<file path="src/design/assert_macros.svh">
// Assertion helpers for the wheel speed block
`ifndef ASSERT_MACROS_SVH
`define ASSERT_MACROS_SVH

// property must hold on every edge out of reset
`define ASSERT_ALWAYS(label, prop, msg) \
    label: assert property (@(posedge clk) disable iff (!rst_n) (prop)) else $error(msg);

// antecedent implies consequent on the next edge
`define ASSERT_NEXT(label, ante, cons, msg) \
    label: assert property (@(posedge clk) disable iff (!rst_n) (ante) |=> (cons)) else $error(msg);

`endif

</file>
<file path="src/design/dtm_pkg.sv">
package dtm_pkg;

    localparam int CORDIC_STEPS_DEF = 16;
    localparam int ATAN_ENTRIES     = 24;
    localparam int ZW               = 28;   // angle accumulator, 2^-24 rad
    localparam int CW               = 34;   // cordic x/y datapath width
    localparam logic signed [ZW-1:0] PI_Q24 = 28'sd52707179;
    localparam logic [15:0] PI_Q13  = 16'd25736;
    localparam logic [15:0] INV_GAIN_Q16 = 16'd39797;

    // register indexes
    localparam logic [1:0] REG_HARD = 2'd0;
    localparam logic [1:0] REG_SOFT = 2'd1;
    localparam logic [1:0] REG_NONE = 2'd2;
    localparam logic [1:0] REG_MAXS = 2'd3;

    // turn modes
    localparam logic [1:0] MODE_NONE = 2'd0;
    localparam logic [1:0] MODE_SOFT = 2'd1;
    localparam logic [1:0] MODE_HARD = 2'd2;

    localparam logic [14:0] HARD_RST = 15'd12868;
    localparam logic [14:0] SOFT_RST = 15'd10008;
    localparam logic [14:0] NONE_RST = 15'd1430;
    localparam logic [14:0] MAXS_RST = 15'd2560;

    // arctan(2^-i) in 2^-24 rad
    function automatic logic [ZW-1:0] atan_lut(input logic [4:0] i);
        logic [ZW-1:0] r;
        begin
            case (i)
                5'd0:  r = 28'd13176795;
                5'd1:  r = 28'd7778716;
                5'd2:  r = 28'd4110060;
                5'd3:  r = 28'd2086331;
                5'd4:  r = 28'd1047214;
                5'd5:  r = 28'd524117;
                5'd6:  r = 28'd262123;
                5'd7:  r = 28'd131069;
                default:
                begin
                    if (i < 5'd24)
                        r = ZW'(28'd65536 >> (i - 5'd8));
                    else
                        r = '0;
                end
            endcase
            return r;
        end
    endfunction

endpackage

</file>
<file path="src/design/dtm_cordic.sv">
// Iterative CORDIC vectoring: one rotation step per cycle, x and y shifted by
// the step index, angle accumulated from the arctan table.
module dtm_cordic #(
    parameter int CORDIC_STEPS = dtm_pkg::CORDIC_STEPS_DEF
) (
    input  logic                              clk,
    input  logic                              rst_n,
    input  logic                              start,
    input  logic signed [15:0]                hx,
    input  logic signed [15:0]                hy,
    output logic                              done,
    output logic signed [dtm_pkg::CW-1:0]     x_out,
    output logic signed [dtm_pkg::ZW-1:0]     z_out
);

    localparam int NSTEP = (CORDIC_STEPS < dtm_pkg::ATAN_ENTRIES) ?
                           CORDIC_STEPS : dtm_pkg::ATAN_ENTRIES;

    logic signed [dtm_pkg::CW-1:0] x_reg, x_next, y_reg, y_next;
    logic signed [dtm_pkg::ZW-1:0] z_reg, z_next;
    logic [4:0] i_reg, i_next;
    logic busy_reg, busy_next, done_reg, done_next;
    logic signed [dtm_pkg::CW-1:0] xs, ys, x0, y0;
    logic signed [dtm_pkg::ZW-1:0] z0;

    // pre-rotation into the right half plane, scaled by 2^16
    always_comb
    begin
        x0 = dtm_pkg::CW'(hx) <<< 16;
        y0 = dtm_pkg::CW'(hy) <<< 16;
        z0 = '0;
        if (hx < 0)
        begin
            z0 = (hy >= 0) ? dtm_pkg::PI_Q24 : -dtm_pkg::PI_Q24;
            x0 = -x0;
            y0 = -y0;
        end
    end

    // one micro-rotation per cycle (arithmetic shift is floor)
    always_comb
    begin
        xs = x_reg >>> i_reg;
        ys = y_reg >>> i_reg;
        x_next = x_reg;
        y_next = y_reg;
        z_next = z_reg;
        i_next = i_reg;
        busy_next = busy_reg;
        done_next = 1'b0;
        if (start)
        begin
            x_next = x0;
            y_next = y0;
            z_next = z0;
            i_next = '0;
            busy_next = 1'b1;
        end
        else if (busy_reg)
        begin
            if (y_reg >= 0)
            begin
                x_next = x_reg + ys;
                y_next = y_reg - xs;
                z_next = z_reg + dtm_pkg::atan_lut(i_reg);
            end
            else
            begin
                x_next = x_reg - ys;
                y_next = y_reg + xs;
                z_next = z_reg - dtm_pkg::atan_lut(i_reg);
            end
            i_next = i_reg + 5'd1;
            if (i_reg == 5'(NSTEP - 1))
            begin
                busy_next = 1'b0;
                done_next = 1'b1;
            end
        end
    end

    always_ff @(posedge clk or negedge rst_n)
    begin
        if (!rst_n)
        begin
            busy_reg <= 1'b0;
            done_reg <= 1'b0;
            i_reg    <= '0;
        end
        else
        begin
            busy_reg <= busy_next;
            done_reg <= done_next;
            i_reg    <= i_next;
        end
    end

    always_ff @(posedge clk)
    begin
        x_reg <= x_next;
        y_reg <= y_next;
        z_reg <= z_next;
    end

    assign done  = done_reg;
    assign x_out = x_reg;
    assign z_out = z_reg;

endmodule

</file>
<file path="src/design/differential_turn_mode_wheel_speeds_top.sv">
// Differential-drive wheel speeds from a heading vector. One word in gives
// one word out. From the accepting edge to the result word an item passes
// through one-step-per-cycle CORDIC vectoring, a bit-serial length
// multiply, a restoring divide for the soft turn term, and the steps of
// hand-off, rounding, dividend load and output. The next input word is taken
// once the sequencer is idle, even while the previous result waits in the
// output register; a stalled result holds the next item at its output step.
// Config writes must happen idle.
`include "assert_macros.svh"

module differential_turn_mode_wheel_speeds_top #(
    parameter int CORDIC_STEPS = dtm_pkg::CORDIC_STEPS_DEF
) (
    input  logic        clk,
    input  logic        rst_n,
    input  logic        s_tvalid,
    output logic        s_tready,
    input  logic [31:0] s_tdata,    // heading_x[15:0], heading_y[31:16]
    output logic        m_tvalid,
    input  logic        m_tready,
    output logic [39:0] m_tdata,    // left_speed[16:0], right_speed[33:17],
                                    // turn_mode[35:34], zero fill
    input  logic        cfg_we,
    input  logic [1:0]  cfg_index,
    input  logic [14:0] cfg_data
);

    typedef enum logic [5:0] {
        ST_IDLE = 6'b000001,
        ST_CORD = 6'b000010,
        ST_MUL  = 6'b000100,
        ST_MODE = 6'b001000,
        ST_DIV  = 6'b010000,
        ST_OUT  = 6'b100000
    } state_t;

    state_t state_reg, state_next;
    logic [14:0] hard_reg, soft_reg, none_reg, maxs_reg;
    logic [1:0]  mode_reg, mode_next;
    logic        cord_start;
    logic        cord_done;
    logic signed [dtm_pkg::CW-1:0] cx;
    logic signed [dtm_pkg::ZW-1:0] cz;
    logic        zero_reg;
    logic signed [16:0] ang_reg, ang_next;
    logic [49:0] prod_reg, prod_next;    // length product accumulator
    logic [33:0] mcand_reg, mcand_next;
    logic [15:0] mplier_reg, mplier_next;
    logic [5:0]  cnt_reg, cnt_next;
    logic [16:0] len_reg, len_next;
    logic [31:0] quo_reg, quo_next;      // dividend shifts into quotient
    logic [15:0] rem_reg, rem_next;
    logic [16:0] rtrial;
    logic        mout_vld_reg, mout_vld_next;
    logic [39:0] mout_reg, mout_next;
    logic [15:0] a_abs;
    logic [15:0] base;
    logic signed [dtm_pkg::ZW:0] zr;
    logic signed [17:0] s1, s2, lft, rgt;
    logic [16:0] delta;
    logic [1:0]  m1, m2, m3;

    dtm_cordic #(.CORDIC_STEPS(CORDIC_STEPS)) u_cordic (
        .clk   (clk),
        .rst_n (rst_n),
        .start (cord_start),
        .hx    (s_tdata[15:0]),
        .hy    (s_tdata[31:16]),
        .done  (cord_done),
        .x_out (cx),
        .z_out (cz)
    );

    // configuration registers
    always_ff @(posedge clk or negedge rst_n)
    begin
        if (!rst_n)
        begin
            hard_reg <= dtm_pkg::HARD_RST;
            soft_reg <= dtm_pkg::SOFT_RST;
            none_reg <= dtm_pkg::NONE_RST;
            maxs_reg <= dtm_pkg::MAXS_RST;
        end
        else if (cfg_we)
        begin
            case (cfg_index)
                dtm_pkg::REG_HARD: hard_reg <= cfg_data;
                dtm_pkg::REG_SOFT: soft_reg <= cfg_data;
                dtm_pkg::REG_NONE: none_reg <= cfg_data;
                dtm_pkg::REG_MAXS: maxs_reg <= cfg_data;
                default: ;
            endcase
        end
    end

    assign s_tready = (state_reg == ST_IDLE);
    assign cord_start = (state_reg == ST_IDLE) && s_tvalid && s_tready;
    assign a_abs = ang_reg[16] ? 16'(-ang_reg) : ang_reg[15:0];
    assign base  = (len_reg < 17'(maxs_reg)) ? len_reg[15:0] : 16'(maxs_reg);
    assign rtrial = {rem_reg, quo_reg[31]} - {2'b0, hard_reg};

    // angle rounding and clamp
    always_comb
    begin
        zr = ((dtm_pkg::ZW+1)'(cz) + (dtm_pkg::ZW+1)'(1024)) >>> 11;
        if (zr > $signed((dtm_pkg::ZW+1)'(dtm_pkg::PI_Q13)))
            ang_next = 17'(dtm_pkg::PI_Q13);
        else if (zr < -$signed((dtm_pkg::ZW+1)'(dtm_pkg::PI_Q13)))
            ang_next = -17'(dtm_pkg::PI_Q13);
        else
            ang_next = 17'(zr);
    end

    // mode update cascade
    always_comb
    begin
        m1 = mode_reg;
        if (m1 == dtm_pkg::MODE_HARD && a_abs <= 16'(soft_reg))
            m1 = dtm_pkg::MODE_SOFT;
        m2 = m1;
        if (m2 == dtm_pkg::MODE_SOFT)
        begin
            if (a_abs > 16'(hard_reg))
                m2 = dtm_pkg::MODE_HARD;
            else if (a_abs <= 16'(none_reg))
                m2 = dtm_pkg::MODE_NONE;
        end
        m3 = m2;
        if (m3 == dtm_pkg::MODE_NONE)
        begin
            if (a_abs > 16'(hard_reg))
                m3 = dtm_pkg::MODE_HARD;
            else if (a_abs > 16'(none_reg))
                m3 = dtm_pkg::MODE_SOFT;
        end
    end

    // wheel assembly
    always_comb
    begin
        delta = (hard_reg == '0) ? '0 : quo_reg[16:0];
        if (delta > 17'(base))
            delta = 17'(base);
        if (mode_reg == dtm_pkg::MODE_HARD)
        begin
            s1 = -18'(maxs_reg);
            s2 = 18'(maxs_reg);
        end
        else if (mode_reg == dtm_pkg::MODE_SOFT)
        begin
            s1 = 18'(base) - 18'(delta);
            s2 = 18'(base) + 18'(delta);
        end
        else
        begin
            s1 = 18'(base);
            s2 = 18'(base);
        end
        if (ang_reg > 0)
        begin
            lft = s1;
            rgt = s2;
        end
        else
        begin
            lft = s2;
            rgt = s1;
        end
    end

    // sequencer
    always_comb
    begin
        state_next   = state_reg;
        mode_next    = mode_reg;
        prod_next    = prod_reg;
        mcand_next   = mcand_reg;
        mplier_next  = mplier_reg;
        cnt_next     = cnt_reg;
        len_next     = len_reg;
        quo_next     = quo_reg;
        rem_next     = rem_reg;
        mout_vld_next = mout_vld_reg && !m_tready;
        mout_next    = mout_reg;
        case (state_reg)
            ST_IDLE:
            begin
                if (cord_start)
                    state_next = ST_CORD;
            end
            ST_CORD:
            begin
                if (cord_done)
                begin
                    mcand_next  = cx[dtm_pkg::CW-1] ? '0 : cx[33:0];
                    mplier_next = dtm_pkg::INV_GAIN_Q16;
                    prod_next   = '0;
                    cnt_next    = '0;
                    state_next  = ST_MUL;
                end
            end
            ST_MUL:
            begin
                // shift-add, one multiplier bit per cycle
                if (mplier_reg[0])
                    prod_next = prod_reg + (50'(mcand_reg) << cnt_reg[3:0]);
                mplier_next = mplier_reg >> 1;
                cnt_next = cnt_reg + 6'd1;
                if (cnt_reg == 6'd15)
                    state_next = ST_MODE;
            end
            ST_MODE:
            begin
                len_next = 17'((prod_next + 50'h80000000) >> 32);
                if (zero_reg)
                    len_next = '0;
                state_next = ST_DIV;
            end
            ST_DIV:
            begin
                // count 16 marks the dividend load, steps run at counts 32 to 63
                if (cnt_reg == 6'd16)
                begin
                    mode_next = m3;
                    quo_next = base * a_abs;
                    rem_next = '0;
                    cnt_next = 6'd32;
                end
                else
                begin
                    if (!rtrial[16])
                    begin
                        rem_next = rtrial[15:0];
                        quo_next = {quo_reg[30:0], 1'b1};
                    end
                    else
                    begin
                        rem_next = {rem_reg[14:0], quo_reg[31]};
                        quo_next = {quo_reg[30:0], 1'b0};
                    end
                    cnt_next = cnt_reg + 6'd1;
                    if (cnt_reg == 6'd63)
                        state_next = ST_OUT;
                end
            end
            ST_OUT:
            begin
                if (!mout_vld_reg || m_tready)
                begin
                    mout_vld_next = 1'b1;
                    mout_next = {4'b0, mode_reg, rgt[16:0], lft[16:0]};
                    state_next = ST_IDLE;
                end
            end
            default: state_next = ST_IDLE;
        endcase
    end

    always_ff @(posedge clk or negedge rst_n)
    begin
        if (!rst_n)
        begin
            state_reg    <= ST_IDLE;
            mode_reg     <= dtm_pkg::MODE_NONE;
            mout_vld_reg <= 1'b0;
            cnt_reg      <= '0;
        end
        else
        begin
            state_reg    <= state_next;
            mode_reg     <= mode_next;
            mout_vld_reg <= mout_vld_next;
            cnt_reg      <= cnt_next;
        end
    end

    always_ff @(posedge clk)
    begin
        if (cord_start)
            zero_reg <= (s_tdata == '0);
        if (cord_done)
            ang_reg <= zero_reg ? '0 : ang_next;
        prod_reg   <= prod_next;
        mcand_reg  <= mcand_next;
        mplier_reg <= mplier_next;
        len_reg    <= len_next;
        quo_reg    <= quo_next;
        rem_reg    <= rem_next;
        mout_reg   <= mout_next;
    end

    assign m_tvalid = mout_vld_reg;
    assign m_tdata  = mout_reg;

    `ASSERT_ALWAYS(a_mode_legal, mode_reg != 2'd3, "turn mode out of range")
    `ASSERT_NEXT(a_accept_busy, s_tvalid && s_tready, state_reg == ST_CORD,
        "accepted word did not start cordic")
    `ASSERT_NEXT(a_out_hold, m_tvalid && !m_tready, m_tvalid && $stable(m_tdata),
        "result word changed while stalled")

endmodule
</file>
<file path="config.mk">
export PLATFORM = sky130hd
export DESIGN_NAME = differential_turn_mode_wheel_speeds_top
export DESIGN_NICKNAME = d
export VERILOG_FILES = /design/src/design/dtm_pkg.sv /design/src/design/dtm_cordic.sv /design/src/design/differential_turn_mode_wheel_speeds_top.sv
export VERILOG_INCLUDE_DIRS = /design/src /design/src/design
export SDC_FILE = /design/constraint.sdc
export NUM_CORES = 2
export LEC_CHECK = 0
export BUFFER_PORTS_ARGS = -buffer_cell sky130_fd_sc_hd__buf_2
export CAP_MARGIN = 40
export CORE_MARGIN = 2
export CORE_UTILIZATION = 60
export DETAILED_ROUTE_END_ITERATION = 8
export PLACE_DENSITY = 0.77
export SYNTH_ARGS = -nofsm -noshare
export SYNTH_HDL_FRONTEND = slang
export SYNTH_SLANG_ARGS = --single-unit
</file>
<file path="constraint.sdc">
create_clock -name clk -period 15 [get_ports clk]
set_input_delay 0.75 -clock clk [delete_from_list [all_inputs] [get_ports clk]]
set_output_delay 0.75 -clock clk [all_outputs]
set_load 0.005 [all_outputs]
</file>
==> summary.md <==
| Metric | Value |
|---|---|
| Signal arrival time at the worst endpoint | 10.29 ns |
| Number of global-route vias before repair | 37800 |
| DRC violation count after routing | 0 |
| Number of post-CTS setup repair buffers | 0 |
| Area of the core | between 70000 and 80000 µm² |
| Largest stage delay, worst path | 0.71 ns |
| Y dimension of the die | ~280 µm |
| Router iterations before antenna repair | 8 |
| Post-Synth Adder-Cell Area | 0.192 |
| Category of the worst setup path capture point | flip-flop |
| Result of the run | complete, no violations |
| Simple-gate portion of the synthesized area | 0.160 |
| I/O pins | 96 |
| Worst max-slew margin expressed relative to the limit | 0.376 |
| Reg-to-reg slack, setup | between 5 and 6 ns |
| Die ar. | 79100 µm² |
| Area growth, synth to finish | 6.56% |
| Overall global routing resource usage | 0.333 |
| Transition time at the pin with the least slew margin | between 0.9 and 1 ns |
| Start of the worst register-to-register path | maxs_reg[11] |
| Effective utilization at floorplan | 0.606 |
| First-pass GRT wire length | about 210 mm |
| Final Slew Violations | 0 |
| Main synth FF type | edfxtp_1 |
| Largest delay contributor family on the critical path | compound AO/OA/AOI/OAI gates |
| Via count | 39400 |
| Portion of netlist area occupied by mux cells | 0.105 |
| Final Hold Violating Endpoints | 0 |
| Cell count after synthesis | between 5000 and 6000 |
| Number of hold buffers added after cts | 0 |
| Number of buffers added on ports | 91 |
| Setup tns final | 0 ns |
| Synth async-reset ratio | 0.208 |
| Number of flip-flops under the largest register name | 49 |
| First-iteration detailed-routing DRC count | 3746 |
| Placer Congestion | 1.02 |
| Combined buffer and inverter count along the critical path | 7 |
| Length in cells of the worst reg-to-reg path | 33 |
| End-of-flow core utilization | 0.646 |
| Count of antenna-violating nets left after detailed routing | 0 |
| Maximum clock frequency | 101 MHz |
| Clock transition time at the flip-flop clock pins of the worst setup and hold paths | 0.07 ns |
| Fraction of synthesized cell area in xor and xnor cells | 0.0674 |
| Share of the clock period used by the worst path after layout | 0.662 |
| CTS tree | yes |
| Crit-path slowest cell | a21o_1 |
| Biggest area consumer among synthesized cells | edfxtp_1 |
| Clock Skews | between 0.02 and 0.03 ns |
| Setup slack of the critical path after layout | 5.06 ns |
| Clock period minus final worst setup slack | 9.94 ns |
| Synth area leaders | edfxtp_1 (20%), ha_1 (10%), fa_1 (8.7%) |
| Placement row count | approximately 100 |
| Number of diodes | 0 |
| Synth Register Bits | between 300 and 400 |
| Worst skew pair latency | 0.63 ns |
| Sink Count | 394 |
| Synthesized area per cell | 8.99 µm² |
| WP data required | 15.35 ns |
| Via-per-instance ratio | 6.37 |
| Worst setup SP type | flip-flop |
| Fraction of the mapped netlist area in compound gates | 0.169 |
| Ratio of cells with drive above 1 in the final layout | 0.0995 |
| Main combinational cell family by area after synthesis | adder cells |
| Total grt overflow | 0 |
| Post-synthesis sequential area ratio | 0.248 |
| Number of buffers between clock root and the deepest sink | 3 |
| Worst min-delay path category | input port to async pin |
| Number of buffers created by CTS | 49 |
| Kind of critical path | flip-flop to flip-flop |
| Synth cell types | 100 |
| H-Tree Level Count | 2 |
| Largest net degree at the start of global routing | 86 |
| Fill cell instance count of the final layout | 6371 |
| Netlist area before placement | 46100 µm² |
| Warnings, synthesis | 0 |
| R2r endpoint | quo_reg[30] |
| Post-detailed-route wirelength per cell | 21.3 µm |
| Number of endpoints failing setup at the final stage | 0 |
| HPWL Detailed | 98.7 mm |
| Worst Hold Slack | 0.0726 ns |
| RSZ-0062 raised after global routing | no |
| Initial antenna violation count | 2 |
| Number of synthesized flops with an enable pin | about 310 |
| Post-CTS Resized | 0 |
| Root Buffer Master | clkbuf_16 |
| Portion of synthesized cell area occupied by the leading cell type | 0.203 |
| Aggregate routed wire length | 132 mm |
| Chip Width | 281 µm |
| Pre-CTS worst setup slack | 5.35 ns |
| Final nets | 5755 |
| Number of max-cap violations | 0 |
| Worst-path maximum fanout | 16 |
==> cells in the final DEF, fill, tap and decap left out, types with 44 or more instances in the layout <==
master     synthesis  final
o21ai_0          311    309
nor2_1           487    485
nand3_1           70     70
nand2_1          517    514
nand4_1           49     49
o31ai_1           53     53
buf_2             19     90
xnor2_1          204    202
o21a_1            47     47
mux2i_1          140    140
fa_1             201    201
xor2_1           151    150
a211oi_1          44     44
ha_1             387    387
nor2b_1           80     79
buf_4             14     68
inv_1            391    390
nand2b_1          68     68
edfxtp_1         312    312
mux4_2            87     87
dfrtp_1           62     53
and2_1            70     70
nor3_1            77     76
clkbuf_16          0     51
mux2_2            87     87
a21o_1           123    123
a21oi_1          289    289
==> cells by family (layout without fill, tap and decap cells) <==
family | Yosys count | after routing
simple gates | 1588 | 1588
compound gates | 1212 | 1212
buf+inv | 657 | 659
fa+ha+maj | 588 | 588
flops | 394 | 394
xor+xnor | 355 | 355
mux | 335 | 335
other cells | 2 | 23
==> synthesized netlist by cell type (16+ instances only) <==
master and instances:
nand2_1 517, nor2_1 487, inv_1 391, ha_1 387
edfxtp_1 312, o21ai_0 311, a21oi_1 289, xnor2_1 204
fa_1 201, clkbuf_1 186, xor2_1 151, mux2i_1 140
a21o_1 123, mux2_2 87, mux4_2 87, nor2b_1 80
nor3_1 77, and2_1 70, nand3_1 70, nand2b_1 68
dfrtp_1 62, o31ai_1 53, nand4_1 49, o21a_1 47
a211oi_1 44, a31oi_1 36, and3_1 33, o211ai_1 32
o21bai_1 31, a22oi_1 28, nor4_1 25, o22ai_1 25
a22o_1 24, or3_1 24, buf_1 23, or2_2 23
a221oi_1 21, dfstp_2 20, buf_2 19, mux4_1 18
o41ai_1 16
==> how the worst max path moves through the flow <==
stage	start	endpoint	slack, ns	cells past startpoint
after global placement	maxs_reg[11]	quo_reg[30]	5.27	37
after global routing	maxs_reg[11]	quo_reg[30]	4.46	33
after CTS	maxs_reg[11]	quo_reg[30]	5.21	33
after floorplan	maxs_reg[11]	quo_reg[30]	5.97	37
after detailed placement	maxs_reg[11]	quo_reg[30]	5.35	33
final	maxs_reg[11]	quo_reg[30]	5.06	33
==> final cells by class <==
cell class | instances | area [µm²] | share of cell area
Inverter | 405 | 1520 | 0.0309
Clock inverter | 25 | 270 | 0.00550
Sequential cell | 394 | 11500 | 0.233
Timing Repair Buffer | 162 | 1020 | 0.0207
Multi-Input combinational cell | 4101 | 32200 | 0.655
Tap cell | 1030 | 1290 | 0.0262
Clock buffer | 67 | 1410 | 0.0286
==> routing by layer <==
metal	track usage	routed length, µm	vias up
met5	0	27	-
met4	0.165	7690	4
met3	0.0462	10900	453
met2	0.539	59700	1828
met1	0.440	53600	18800
li1	-	-	18300
==> through the flow <==
stage,cell area [µm²],cells
3_3_place_gp,47400,6085
3_5_place_dp,47500,6092
4_1_cts,49200,6184
5_1_grt,49200,6184
2_1_floorplan,46200,5152
6_report,49200,6184
Power is not shown: default switching activity piles up to over one toggle a cycle in this logic, so the estimate is an artifact.
